<file path="src/rtl/core/gtp_pkg.sv">
`timescale 1ns / 1ps
`default_nettype none
// ----------------------------------------------------------------------------
// gtp_pkg
// Shared types, constants and helper functions of the go-to-pose controller.
// ----------------------------------------------------------------------------
package gtp_pkg;

  localparam int CORDIC_STEPS = 16;
  localparam int ANGLE_BITS   = 16;

  localparam int IDX_W     = $clog2(CORDIC_STEPS);
  localparam int XY_W      = 37;
  localparam int DIV_NUM_W = 35;
  localparam int DIV_DEN_W = 16;
  localparam int YT_W      = 16 + ANGLE_BITS;
  localparam int ATAN_SH   = 32 - ANGLE_BITS;

  localparam logic signed [XY_W-1:0] INV_GAIN = XY_W'(652032874);
  localparam logic [ANGLE_BITS-1:0] HALF_TURN = ANGLE_BITS'(1) << (ANGLE_BITS - 1);
  localparam logic signed [ANGLE_BITS-1:0] QUARTER = ANGLE_BITS'(1) << (ANGLE_BITS - 2);

  localparam logic [2:0] REG_V_LINEAR = 3'd0;
  localparam logic [2:0] REG_V_ROT    = 3'd1;
  localparam logic [2:0] REG_SLOWDOWN = 3'd2;
  localparam logic [2:0] REG_D_STOP   = 3'd3;
  localparam logic [2:0] REG_D_SLOW   = 3'd4;
  localparam logic [2:0] REG_A_STOP   = 3'd5;
  localparam logic [2:0] REG_A_SLOW   = 3'd6;

  localparam logic OP_GOAL = 1'b0;
  localparam logic OP_ODOM = 1'b1;

  typedef enum logic [1:0] {
    M_STOP = 2'd0,
    M_MOVE = 2'd1,
    M_SLOW = 2'd2
  } mode_t;

  typedef enum logic [3:0] {
    ST_IDLE, ST_SQR, ST_FSM, ST_VEC, ST_RPRE, ST_ROT, ST_MUL, ST_DLD, ST_DIV, ST_OUT
  } seq_t;

  typedef enum logic [1:0] {
    JOB_X, JOB_Y, JOB_T
  } job_t;

  typedef struct packed {
    logic                 busy;
    logic                 done;
    logic [DIV_NUM_W-1:0] quo;
  } div_sts_t;

  localparam logic [31:0] ATAN_TURN32 [32] = '{
    32'd536870912, 32'd316933406, 32'd167458907, 32'd85004756, 32'd42667331,
    32'd21354465, 32'd10679838, 32'd5340245, 32'd2670163, 32'd1335087,
    32'd667544, 32'd333772, 32'd166886, 32'd83443, 32'd41722, 32'd20861,
    32'd10430, 32'd5215, 32'd2608, 32'd1304, 32'd652, 32'd326, 32'd163,
    32'd81, 32'd41, 32'd20, 32'd10, 32'd5, 32'd3, 32'd1, 32'd1, 32'd0};

  // round the per-step angle to the internal angle scale
  function automatic logic [ANGLE_BITS-1:0] atan_at(input logic [4:0] i);
    logic [32:0] t;
    t = {1'b0, ATAN_TURN32[i]} + (33'd1 << (ATAN_SH - 1));
    return ANGLE_BITS'(t >> ATAN_SH);
  endfunction

  // later test wins within a state
  function automatic mode_t step_fsm(input mode_t st, input logic ge_stop,
                                     input logic le_stop, input logic ge_slow,
                                     input logic le_slow);
    mode_t n;
    n = st;
    unique case (st)
      M_MOVE: begin
        if (le_slow && ge_stop) n = M_SLOW;
        if (le_stop) n = M_STOP;
      end
      M_SLOW: begin
        if (le_stop) n = M_STOP;
        if (ge_slow) n = M_MOVE;
      end
      default: begin
        n = M_STOP;
        if (ge_slow) n = M_MOVE;
        if (ge_stop && le_slow) n = M_SLOW;
      end
    endcase
    return n;
  endfunction

endpackage
`default_nettype wire

</file>
<file path="src/rtl/core/gtp_div.sv">
`timescale 1ns / 1ps
`default_nettype none
// ----------------------------------------------------------------------------
// gtp_div
// Restoring divider, one quotient bit per cycle.
// ----------------------------------------------------------------------------
module gtp_div (
  input  logic                       clk,
  input  logic                       rst_n,
  input  logic                       start,
  input  logic [gtp_pkg::DIV_NUM_W-1:0] dividend,
  input  logic [gtp_pkg::DIV_DEN_W-1:0] divisor,
  output gtp_pkg::div_sts_t          sts
);
  import gtp_pkg::*;

  localparam int CNT_W = $clog2(DIV_NUM_W);

  logic                 busy_r, busy_nxt;
  logic                 done_r, done_nxt;
  logic [CNT_W-1:0]     cnt_r, cnt_nxt;
  logic [DIV_DEN_W-1:0] rem_r, rem_nxt;
  logic [DIV_DEN_W-1:0] den_r, den_nxt;
  logic [DIV_NUM_W-1:0] quo_r, quo_nxt;
  logic [DIV_DEN_W:0]   trial;
  logic                 ge;

  assign trial = {rem_r, quo_r[DIV_NUM_W-1]};
  assign ge    = trial >= {1'b0, den_r};

  always_comb begin
    busy_nxt = busy_r;
    done_nxt = 1'b0;
    cnt_nxt  = cnt_r;
    rem_nxt  = rem_r;
    den_nxt  = den_r;
    quo_nxt  = quo_r;
    if (start) begin
      busy_nxt = 1'b1;
      cnt_nxt  = CNT_W'(DIV_NUM_W - 1);
      rem_nxt  = '0;
      den_nxt  = divisor;
      quo_nxt  = dividend;
    end else if (busy_r) begin
      rem_nxt = ge ? DIV_DEN_W'(trial - {1'b0, den_r}) : DIV_DEN_W'(trial);
      quo_nxt = {quo_r[DIV_NUM_W-2:0], ge};
      if (cnt_r == '0) begin
        busy_nxt = 1'b0;
        done_nxt = 1'b1;
      end else begin
        cnt_nxt = cnt_r - 1'b1;
      end
    end
  end

  always_ff @(posedge clk) begin
    if (!rst_n) begin
      busy_r <= 1'b0;
      done_r <= 1'b0;
    end else begin
      busy_r <= busy_nxt;
      done_r <= done_nxt;
    end
  end

  always_ff @(posedge clk) begin
    cnt_r <= cnt_nxt;
    rem_r <= rem_nxt;
    den_r <= den_nxt;
    quo_r <= quo_nxt;
  end

  assign sts.busy = busy_r;
  assign sts.done = done_r;
  assign sts.quo  = quo_r;

endmodule
`default_nettype wire

</file>
<file path="config.mk">
export PLATFORM = sky130hd
export DESIGN_NAME = gtp_div
export DESIGN_NICKNAME = d
export VERILOG_FILES = /design/src/rtl/core/gtp_pkg.sv /design/src/rtl/core/gtp_div.sv
export SDC_FILE = /design/constraint.sdc
export NUM_CORES = 1
export LEC_CHECK = 0
export ABC_AREA = 1
export BUFFER_PORTS_ARGS = -buffer_cell sky130_fd_sc_hd__buf_4
export CAP_MARGIN = 15
export CORE_MARGIN = 10
export CORE_UTILIZATION = 35
export DETAILED_ROUTE_END_ITERATION = 6
export SKIP_LAST_GASP = 1
export SLEW_MARGIN = 5
export SYNTH_ARGS = -nofsm -noshare
export SYNTH_HDL_FRONTEND = slang
export SYNTH_SLANG_ARGS = --single-unit
</file>
<file path="constraint.sdc">
create_clock -name clk -period 2.7 [get_ports clk]
set_clock_uncertainty 0.1 [all_clocks]
set_input_delay 0.27 -clock clk [delete_from_list [all_inputs] [get_ports clk]]
set_output_delay 0.27 -clock clk [all_outputs]
set_load 0.005 [all_outputs]
</file>
==> summary.md, run 1 <==
| Metric | Value |
|---|---|
| Post-Synthesis Cells | `roughly 500` |
| Async SR Flop Fraction | `0` |
| Reg2Reg Launch Point | `quo_r[34]` |
| Post-synthesis cell type count | `34` |
| Worst hold margin | `around 0.086 ns` |
| Die Y | `between 100 and 150 um` |
| Final setup margin | `0.2953 ns` |
| Syn-to-layout area delta | `31.54%` |
| Synth Flop Type | `edfxtp_1` |
| FF+latch count, synth | `between 70 and 80` |
| Most frequent cells in the layout | `nand2_1 (209), buf_4 (93), inv_1 (63)` |
| Period Utilization, post-route | `0.8906` |
| Simple-Gate Fraction of Synth Area | `0.3200` |
| Total detailed-routing wirelength | `between 10000 and 15000 um` |
| Post-synthesis sequential area ratio | `0.4877` |
| Die area | `16530 sq um` |
| DRT Pass-1 Iters | `4` |
| Number of hold buffers added after CTS | `16` |
| Clock Tree Root | `clkbuf_16` |
| Worst-Margin Slew | `0.6383 ns` |
| Most common cell after layout, fill and taps aside | `nand2_1` |
| Vias in the first global route | `3828` |
| Post-Synth Adder-Cell Area | `0.05945` |
| Antenna cells | `0` |
| Largest family of logic cells by synthesized area | `simple AND/OR/NAND/NOR gates` |
| TritonCTS Buffers | `9` |
| DR vias/cell | `around 4.7` |
| Yosys top cell by area | `edfxtp_1` |
| Post-route ant nets | `0` |
| CTS tree | `built` |
| Synth Cell Area | `4125 sq um` |
| DR iter-0 viols | `148` |
| Hold WC Path Type | `in2reg` |
| Unrepaired setup endpoints after global routing | `no` |
| Clock transition at path regs | `0.05 ns` |
| Synthesized netlist net count | `588` |
| Final min period | `~2.4 ns` |
| Setup bufs post-CTS | `0` |
| Final setup viols | `0` |
| Xor and xnor area share after synthesis | `0.02123` |
| Slew Limit Headroom | `0.5744` |
| Worst Path Arrival | `between 2 and 3 ns` |
| Per-cell routed wire length | `13.80 um` |
| Clock Latency Late Sink | `around 0.34 ns` |
| Resize count post-CTS | `0` |
| Ratio of cells with drive above 1 in the final layout | `0.1901` |
| Via count | `between 3000 and 4000` |
| Grt ovf | `0` |
| Worst Min Path Start | `rst_n` |
| Nets | `a little under 700` |
| Slew Limit Fails | `0` |
| Core Rows | `39` |
| Placed wire-length estimate | `approximately 7800 um` |
| Final instance area | `between 5000 and 6000 sq um` |
| Maximum resistive drop on vdd | `roughly 0.33 mV` |
| Final Hold Vio Count | `0` |
| Tot Pwr | `between 3000 and 4000 uW` |
| Mux contribution to synthesized area | `0` |
| Synth top area cells | `edfxtp_1 (37%), nand2_1 (19%), dfxtp_1 (12%)` |
| Largest net degree at the start of global routing | `between 50 and 60` |
| CTS HTree Levels | `3` |
| Reg2Reg Setup Slack | `between 0.2 and 0.3 ns` |
| Area after DPL | `approximately 4900 sq um` |
| Max_cap viols | `0` |
| Worst Setup End Kind | `register` |
| Crit Path Class | `reg2reg` |
| Initial antenna violation count | `0` |
| Core footprint | `approximately 11000 sq um` |
| Compound-Gate Fraction of Synth Area | `0.03609` |
| Clock sinks | `75` |
| Crit Path Max Fanout | `4` |
| Final setup TNS | `0 ns` |
| GRT Total Usage | `0.1343` |
| Post-place setup slack | `approximately 0.28 ns` |
| Post-synth EDFFs | `51` |
| RePlAce Congestion | `0.8641` |
| CP required | `about 2.8 ns` |
| Syn avg cell area | `between 8 and 9 sq um` |
| Die W | `approximately 130 um` |
| Crit path launch type | `register` |
| Status | `finished, final reports clean` |
| Power density over cell area | `between 500 and 600 nW/um^2` |
| Synth top area share | `0.3712` |
| Port bufs | `90` |
| Synth Warn # | `0` |
| Global-route wire length before repair | `18100 um` |
| Fmax | `415.8 MHz` |
| DRC viols | `0` |
| CTS Buffer Depth | `2` |
| # IOs | `91` |
| CP startpoint | `quo_r[34]` |
| Static Leakage | `~0.0027 uW` |
| Starting Density | `0.3597` |
-- cell usage after synthesis, drive strengths merged, types with 2 or more instances --
cell,number
nand3,43
nand2,212
xnor2,6
o21bai,2
buf,9
nand3b,9
a21oi,13
edfxtp,51
dfxtp,24
nor2,28
xor2,4
o21ai,11
nor3,5
ha,18
clkbuf,6
inv,63
nand4,5
and2,2
-- metal layers --
layer,vias up,part of all wire,wire [um],GRT usage
met5,-,0,0,0
met4,0,0.0075,80,0.04846
met3,6,0.10,1091,0.06776
met2,96,0.44,4667,0.2052
met1,1653,0.45,4770,0.1596
li1,1860,-,-,-
-- cells by family (layout without fill, tap and decap cells) --
logic type               count (synthesis)  count (layout)
AND/OR/NAND/NOR                        305             305
AO/OA/AOI/OAI                           28              28
buffers and inverters                   78             189
flip-flops                              75              75
adder cells (fa/ha/maj)                 19              19
XOR/XNOR                                10              10
-- flip-flops by register name, summed over array words and instances (netlist names) --
register  flops
quo_r        35
den_r        16
rem_r        16
cnt_r         6
busy_r        1
done_r        1
-- stage by stage --
step / utilization / std cells
after floorplan: - / 515
after CTS: 0.4732 / 769
after global routing: 0.4732 / 769
after detailed placement: 0.4314 / 737
after global placement: 0.4314 / 737
final: 0.4732 / 769
-- where the power goes --
| part | switching, uW | leakage (uW) | total, uW | internal, uW |
|---|---|---|---|---|
| logic | 222 | 0.00185 | 434 | 212 |
| clock network | 455 | 0.000153 | 1280 | 829 |
| registers | 45.8 | 0.000711 | 1380 | 1330 |
| total | 723 | 0.00271 | 3090 | 2370 |
-- final timing paths --
check	endpoint	cells past startpoint
min reg2reg	cnt_r[0]	2
max reg2reg	rem_r[12]	11
max	rem_r[12]	11
min	busy_r	3
-- critical path, stage by stage, from the launching register on --
cell and delay [ns]:
edfxtp_1 0.36, inv_1 0.08, ha_1 0.23, fa_1 0.47, o21ai_0 0.46, nand3_1 0.19, nand3_1 0.11, nand2_1 0.05
nand2_1 0.06, nand2_1 0.05, nand3_1 0.07, nand2_1 0.06
-- area by class of cell --
class                           instances  area [sq um]
Fill cell                            1125          6041
Sequential cell                        75          2012
Multi-Input combinational cell        362          1802
Timing Repair Buffer                  110         878.3
Clock buffer                           11         242.7
Inverter                               63         236.5
Tap cell                              143         178.9
Clock inverter                          5         76.32
Note: power is estimated with default switching activity, not from simulation.
==> inputs of run 2 (changes only) <==
--- a/config.mk
+++ b/config.mk
@@ -5,7 +5,6 @@
 export SDC_FILE = /design/constraint.sdc
 export NUM_CORES = 1
 export LEC_CHECK = 0
-export ABC_AREA = 1
 export BUFFER_PORTS_ARGS = -buffer_cell sky130_fd_sc_hd__buf_4
 export CAP_MARGIN = 15
 export CORE_MARGIN = 10
==> summary.md, run 2 <==
| Metric | Value |
|---|---|
| Commonest cells post-synth | `edfxtp_1 (51), mux2_2 (35), nor2_1 (33) (was nand2_1 (209), inv_1 (63), edfxtp_1 (51))` |
| CTS Buffer Depth | `2 (unchanged)` |
| Fmax | `398.9 MHz (was 415.8 MHz)` |
| Placed Instances | `596 (was 737)` |
| DR iter-0 viols | `174 (was 148)` |
| Syn-to-layout area delta | `30.31% (was 31.54%)` |
| Maximum resistive drop on vdd | `0.3631 mV (was 0.3299 mV)` |
| Crit path launch type | `register (unchanged)` |
| Critical-path cell list | `inv_1 -> ha_1 -> fa_1 -> nor2b_1 -> o31a_1 -> o211ai_1 -> mux2i_1 -> xor2_1 -> o211ai_1 (was inv_1 -> ha_1 -> fa_1 -> o21ai_0 -> nand3_1 -> nand3_1 -> nand2_1 -> nand2_1 -> nand2_1 -> nand3_1 -> nand2_1)` |
| Util after Layout | `0.4662 (was 0.4732)` |
| Clock sinks | `75 (unchanged)` |
| Syn avg cell area | `11.09 sq um (was 8.010 sq um)` |
| Die Y | `128.3 um (was 128.6 um)` |
| Largest regs | `quo_r x35, den_r x16, rem_r x16 (unchanged)` |
| Clock Latency Late Sink | `0.34 ns (about the same)` |
| Worst Setup End Kind | `register (unchanged)` |
| Final Hold Vio Count | `0 (unchanged)` |
| Crit Path Max Fanout | `4 (unchanged)` |
| Placed wire-length estimate | `7618 um (was 7835 um)` |
| Fillers | `1060 (was 1125)` |
| Final setup margin | `0.1933 ns (was 0.2953 ns)` |
| Most frequent CP cell | `o211ai_1 (was nand2_1)` |
| Crit Path Class | `reg2reg (unchanged)` |
| Initial antenna violation count | `0 (unchanged)` |
| Synthesized netlist net count | `443 (was 588)` |
| Slew Limit Fails | `0 (unchanged)` |
| Final min period | `2.507 ns (was 2.405 ns)` |
| FF+latch count, synth | `75 (unchanged)` |
| Period Utilization, post-route | `0.9284 (was 0.8906)` |
| Post-route ant nets | `0 (unchanged)` |
| Flop pwr share | `0.434 (was 0.445)` |
| Power density over cell area | `602.3 nW/um^2 (was 570.0 nW/um^2)` |
| Grt ovf | `0 (unchanged)` |
| Crit path buf inv count | `1 (unchanged)` |
| GRT Total Usage | `0.1265 (was 0.1343)` |
| Synth Cell Area | `4103 sq um (was 4125 sq um)` |
| Yosys top cell by area | `edfxtp_1 (unchanged)` |
| Post-synthesis cell type count | `58 (was 34)` |
| Synth top area cells | `edfxtp_1 (37%), dfxtp_1 (12%), mux2_2 (9.6%) (was edfxtp_1 (37%), nand2_1 (19%), dfxtp_1 (12%))` |
| Post-route insts no fill | `626 (was 769)` |
| Reg2Reg Launch Point | `quo_r[34] (unchanged)` |
| Via count | `3158 (was 3615)` |
| Nets | `551 (was 694)` |
| CP max stage cell | `fa_1 (unchanged)` |
| CTS tree | `built (unchanged)` |
| Port bufs | `90 (unchanged)` |
| Most common cell in the netlist | `edfxtp_1 (was nand2_1)` |
| Post-synth EDFFs | `51 (unchanged)` |
| Top delay family on crit path | `adder cells (unchanged)` |
| Max FFs per register | `35 (unchanged)` |
| Async SR Flop Fraction | `0 (unchanged)` |
| Internal power | `2368 uW (was 2370 uW)` |
| Final setup viols | `0 (unchanged)` |
| Status | `finished, final reports clean (unchanged)` |
| Post-Synthesis Cells | `370 (was 515)` |
| Most common cell after layout, fill and taps aside | `buf_4 (was nand2_1)` |
| Total detailed-routing wirelength | `10190 um (was 10610 um)` |
| CTS HTree Levels | `3 (unchanged)` |
| Die area | `16450 sq um (was 16530 sq um)` |
| Largest net degree at the start of global routing | `35 (was 57)` |
| Setup bufs post-CTS | `0 (unchanged)` |
| Die W | `128.3 um (was 128.6 um)` |
| Clock network power share | `0.382 (was 0.415)` |
| Hold WC Path Type | `in2reg (unchanged)` |
| Final setup TNS | `0 ns (unchanged)` |
| Ratio of cells with drive above 1 in the final layout | `0.3313 (was 0.1901)` |
| Max_cap viols | `0 (unchanged)` |
| Worst-Margin Slew | `0.5496 ns (was 0.6383 ns)` |
| Synth Warn # | `0 (unchanged)` |
| Worst Min Path Start | `divisor[6] (was rst_n)` |
| Largest Register | `quo_r (unchanged)` |
| Synth Flop Type | `edfxtp_1 (unchanged)` |
| Static Leakage | `0.002240 uW (was 0.002713 uW)` |
| DRC viols | `0 (unchanged)` |
| DRT Pass-1 Iters | `4 (unchanged)` |
| Global-route wire length before repair | `16660 um (was 18100 um)` |
| Worst hold margin | `0.01167 ns (was 0.08573 ns)` |
| Gate power share | `0.184 (was 0.140)` |
| CP startpoint | `quo_r[34] (unchanged)` |
| Vias in the first global route | `3334 (was 3828)` |
| Core footprint | `11470 sq um (unchanged)` |
| Slowest cell delay on critical path | `0.42 ns (was 0.47 ns)` |
| Post-synthesis sequential area ratio | `0.4904 (was 0.4877)` |
| CP required | `2.82 ns (was 2.83 ns)` |
| Core Rows | `39 (unchanged)` |
| Clock Tree Root | `clkbuf_16 (unchanged)` |
| Antenna cells | `0 (unchanged)` |
| Clock transition at path regs | `0.06 ns (was 0.05 ns)` |
| Worst Path Arrival | `2.63 ns (was 2.53 ns)` |
| Starting Density | `0.3578 (was 0.3597)` |
| Post-place setup slack | `0.1377 ns (was 0.2842 ns)` |
| Unrepaired setup endpoints after global routing | `no (unchanged)` |
| DR vias/cell | `5.045 (was 4.701)` |
| Most frequent cells in the layout | `buf_4 (97), edfxtp_1 (51), mux2_2 (35) (was nand2_1 (209), buf_4 (93), inv_1 (63))` |
| Slew Limit Headroom | `0.6325 (was 0.5744)` |
| Per-cell routed wire length | `16.27 um (was 13.80 um)` |
| Switching pwr | `852.6 uW (was 723.0 uW)` |
| Switch share | `0.2648 (was 0.2337)` |
| # IOs | `91 (unchanged)` |
| TritonCTS Buffers | `9 (unchanged)` |
| RePlAce Congestion | `0.8117 (was 0.8641)` |
| Synth top area share | `0.3733 (was 0.3712)` |
-- run 2: cell types whose count changed after synthesis, sizes merged, moves of 4 or more --
cell    change
nor2        +5
o211ai      +4
nor2b       +4
o21ai       +7
nand2b      +9
a311oi      +4
mux2       +35
nand2     -181
nand3      -33
a211oi      +5
and3        +5
nand3b      -9
inv        -39
-- run 2: what timing repair did --
| item | in CTS | in global routing |
|---|---|---|
| resized for setup | 0 | 1 |
| setup endpoints to repair | 0 | 4 |
| endpoints found under the hold margin | 14 | 0 |
| hold buffers | 14 | 0 |
-- run 2: area by class of cell --
| type | count | area, sq um | share of cell area |
|---|---|---|---|
| Sequential cell | 75 | 2012 | 0.3763 |
| Multi-Input combinational cell | 255 | 1874 | 0.3506 |
| Timing Repair Buffer | 112 | 888.4 | 0.1662 |
| Tap cell | 143 | 178.9 | 0.03347 |
| Clock buffer | 9 | 225.2 | 0.04212 |
| Inverter | 25 | 93.84 | 0.01755 |
| Clock inverter | 7 | 73.82 | 0.01381 |
-- run 2: logic make-up (layout without fill, tap and decap cells) --
kind of cell | after synthesis | count (layout) | synth area share
xor+xnor | 12 | 12 | 0.02562
flops | 75 | 75 | 0.4904
simple gates | 107 | 107 | 0.1232
mux | 38 | 38 | 0.1034
fa+ha+maj | 19 | 19 | 0.05978
compound gates | 79 | 79 | 0.1449
buf+inv | 40 | 153 | 0.05276
-- run 2: final timing paths --
path,endpoint,slack [ns],cells after the start
hold / removal,den_r[6],0.01,1
setup reg to reg,rem_r[12],0.19,9
hold reg to reg,cnt_r[5],0.40,2
setup / recovery,rem_r[12],0.19,9
-- run 2: stage by stage --
| stage | instance area (sq um) | total power (uW) |
|---|---|---|
| 2_1_floorplan | 4103 | 1762 |
| 3_3_place_gp | 4907 | 1998 |
| 3_5_place_dp | 4907 | 2001 |
| 4_1_cts | 5346 | 3262 |
| 5_1_grt | 5346 | 3383 |
| 6_report | 5346 | 3220 |
-- run 2: worst reg2reg max path, stage by stage (launching register included) --
cell,delay (ns)
edfxtp_1,0.38
inv_1,0.06
ha_1,0.22
fa_1,0.42
nor2b_1,0.17
o31a_1,0.26
o211ai_1,0.16
mux2i_1,0.25
xor2_1,0.26
o211ai_1,0.11
-- run 2: power groups by stage --
| stage | registers [uW] | clock network, uW | logic (uW) |
|---|---|---|---|
| after global placement | 1420 | 0 | 579 |
| after detailed placement | 1420 | 0 | 582 |
| after floorplan | 1410 | 0 | 349 |
| after CTS | 1400 | 1260 | 601 |
| final | 1400 | 1230 | 594 |
| after global routing | 1410 | 1310 | 665 |
-- run 2: metal layers --
metal  global-route usage  up-vias  part of all wire
met5                    0        -                 0
met4              0.03576        0            0.0097
met3              0.07486        7              0.11
met2               0.1837       99              0.44
met1               0.1544     1484              0.44
li1                     -     1568                 -
==> inputs of run 3 (changes only) <==
--- a/config.mk
+++ b/config.mk
@@ -10,6 +10,7 @@
 export CORE_MARGIN = 10
 export CORE_UTILIZATION = 35
 export DETAILED_ROUTE_END_ITERATION = 6
+export REMOVE_ABC_BUFFERS = 1
 export SKIP_LAST_GASP = 1
 export SLEW_MARGIN = 5
 export SYNTH_ARGS = -nofsm -noshare
==> constraint.sdc (replaced) <==
create_clock -name clk -period 2.9 [get_ports clk]
set_clock_uncertainty 0.1 [all_clocks]
set_input_delay 0.29 -clock clk [delete_from_list [all_inputs] [get_ports clk]]
set_output_delay 0.29 -clock clk [all_outputs]
set_load 0.005 [all_outputs]
==> summary.md, run 3 (synthesized netlist as in run 2, its figures left out) <==
| Metric | Value |
|---|---|
| WP depth | `8 (was 9)` |
| Critical-path cell list | `inv_1 -> ha_1 -> a21oi_2 -> o21ai_0 -> a31oi_2 -> o211a_1 -> nand2_1 -> a311oi_1 (was inv_1 -> ha_1 -> fa_1 -> nor2b_1 -> o31a_1 -> o211ai_1 -> mux2i_1 -> xor2_1 -> o211ai_1)` |
| Die Y | `128.3 um (unchanged)` |
| Status | `finished, final reports clean (unchanged)` |
| CP max stage cell | `o211a_1 (was fa_1)` |
| Final instance area | `5167 sq um (was 5346 sq um)` |
| CTS tree | `built (unchanged)` |
| WL met1 | `4320 um (was 4508 um)` |
| Crit Path Max Fanout | `19 (was 4)` |
| Placed wire-length estimate | `7477 um (was 7618 um)` |
| DRC viols | `0 (unchanged)` |
| TritonCTS Buffers | `9 (unchanged)` |
| GRT Total Usage | `0.1244 (was 0.1265)` |
| RePlAce Congestion | `0.9315 (was 0.8117)` |
| Clock sinks | `75 (unchanged)` |
| R2R cell count | `8 (was 9)` |
| Maximum resistive drop on vdd | `0.3481 mV (was 0.3631 mV)` |
| Final setup viols | `0 (unchanged)` |
| Crit path launch type | `register (unchanged)` |
| Resize count post-CTS | `0 (unchanged)` |
| Most frequent cells in the layout | `buf_4 (97), edfxtp_1 (51), mux2_2 (35) (unchanged)` |
| Area after DPL | `4887 sq um (was 4907 sq um)` |
| Largest Register | `quo_r (unchanged)` |
| Ratio of cells with drive above 1 in the final layout | `0.3355 (was 0.3313)` |
| CP required | `3.04 ns (was 2.82 ns)` |
| Max FFs per register | `35 (unchanged)` |
| Final setup TNS | `0 ns (unchanged)` |
| # IOs | `91 (unchanged)` |
| Top delay family on crit path | `compound AO/OA/AOI/OAI gates (was adder cells)` |
| Power density over cell area | `558.1 nW/um^2 (was 602.3 nW/um^2)` |
| Unrepaired setup endpoints after global routing | `no (unchanged)` |
| Final min period | `2.615 ns (was 2.507 ns)` |
| Die area | `16450 sq um (unchanged)` |
| Hold EP | `den_r[7] (was den_r[6])` |
| CTS Buffer Depth | `2 (unchanged)` |
| Slowest cell delay on critical path | `0.61 ns (was 0.42 ns)` |
| Port bufs | `90 (unchanged)` |
| Per-cell routed wire length | `16.44 um (was 16.27 um)` |
| Worst Path Arrival | `2.76 ns (was 2.63 ns)` |
| DR WL met2 | `4463 um (was 4457 um)` |
| Antenna cells | `0 (unchanged)` |
| Global-route wire length before repair | `16180 um (was 16660 um)` |
| Clock transition at path regs | `0.06 ns (about the same)` |
| DR vias/cell | `5.113 (was 5.045)` |
| Setup bufs post-CTS | `0 (unchanged)` |
| Syn-to-layout area delta | `25.95% (was 30.31%)` |
| Crit Path Class | `reg2reg (unchanged)` |
| Fmax | `382.4 MHz (was 398.9 MHz)` |
| Capturing point of the worst reg2reg path | `rem_r[4] (was rem_r[12])` |
| DRT Pass-1 Iters | `4 (unchanged)` |
| Top Metal Used | `met4 (unchanged)` |
| Worst Min Path Start | `divisor[7] (was divisor[6])` |
| Clock Tree Root | `clkbuf_16 (unchanged)` |
| Initial antenna violation count | `0 (unchanged)` |
| Static Leakage | `0.002151 uW (was 0.002240 uW)` |
| DR iter-0 viols | `206 (was 174)` |
| Core Rows | `39 (unchanged)` |
| Reg2Reg Launch Point | `den_r[8] (was quo_r[34])` |
| WHS Path Cells | `1 (unchanged)` |
| Vias in the first global route | `3162 (was 3334)` |
| Tot Pwr | `2884 uW (was 3220 uW)` |
| Largest net degree at the start of global routing | `37 (was 35)` |
| Clock Latency Late Sink | `0.34 ns (about the same)` |
| Core footprint | `11470 sq um (unchanged)` |
| Met3 wire len | `1160 um (was 1121 um)` |
| Worst-Margin Slew | `0.6708 ns (was 0.5496 ns)` |
| Slew Limit Fails | `0 (unchanged)` |
| Hold WC Path Type | `in2reg (unchanged)` |
| Die W | `128.3 um (unchanged)` |
| Reg2Reg Setup Slack | `0.29 ns (was 0.19 ns)` |
| Grt ovf | `0 (unchanged)` |
| Worst Setup End Kind | `register (unchanged)` |
| Post-route ant nets | `0 (unchanged)` |
| Crit path buf inv count | `1 (unchanged)` |
| Largest regs | `quo_r x35, den_r x16, rem_r x16 (unchanged)` |
| Slew Limit Headroom | `0.5528 (was 0.6325)` |
| Nets | `536 (was 551)` |
| Number of hold buffers added after CTS | `0 (was 14)` |
| Via count | `3124 (was 3158)` |
| Total detailed-routing wirelength | `10050 um (was 10190 um)` |
| CTS HTree Levels | `3 (unchanged)` |
| Max_cap viols | `0 (unchanged)` |
| Final Hold Vio Count | `0 (unchanged)` |
| Starting Density | `0.3578 (unchanged)` |
| Most common cell after layout, fill and taps aside | `buf_4 (unchanged)` |
| Period Utilization, post-route | `0.9017 (was 0.9284)` |
==> run 3: per-stage QoR <==
| stage | utilization | hold WS [ns] | std cells | setup WS [ns] |
|---|---|---|---|---|
| floorplan | - | 0.2579 | 355 | 0.6559 |
| global placement | 0.4262 | 0.3694 | 595 | 0.3959 |
| detailed placement | 0.4262 | 0.3700 | 595 | 0.3049 |
| CTS | 0.4506 | 0.004188 | 611 | 0.2976 |
| global route | 0.4506 | 0.002014 | 611 | 0.09758 |
| finish | 0.4506 | 0.02304 | 611 | 0.2850 |
==> run 3: worst max-delay path by stage <==
stage	slack [ns]	end	start
5_1_grt	0.1	rem_r[9]	den_r[6]
3_3_place_gp	0.40	rem_r[7]	rem_r[13]
4_1_cts	0.30	rem_r[9]	den_r[8]
2_1_floorplan	0.66	rem_r[7]	den_r[9]
3_5_place_dp	0.30	rem_r[4]	den_r[8]
6_report	0.29	rem_r[4]	den_r[8]
==> run 3: metal layers <==
layer | GRT usage | vias to the layer above
met4 | 0.03642 | 0
met5 | 0 | -
met3 | 0.07527 | 10
met2 | 0.1801 | 107
li1 | - | 1544
met1 | 0.1509 | 1463
==> run 3: where the power goes <==
group | switching [uW] | internal (uW)
sequential | 51.1 | 1250
clock | 448 | 606
combinational | 264 | 267
total | 763 | 2120
==> run 3: final cells by class <==
class,count,area (sq um)
fillers,1063,6300
well taps,143,178.9
multi-input cells,255,1874
inverters,25,93.84
clock inverters,5,37.54
clock buffers,11,242.7
flip-flops and latches,75,2012
repair buffers,97,728.2
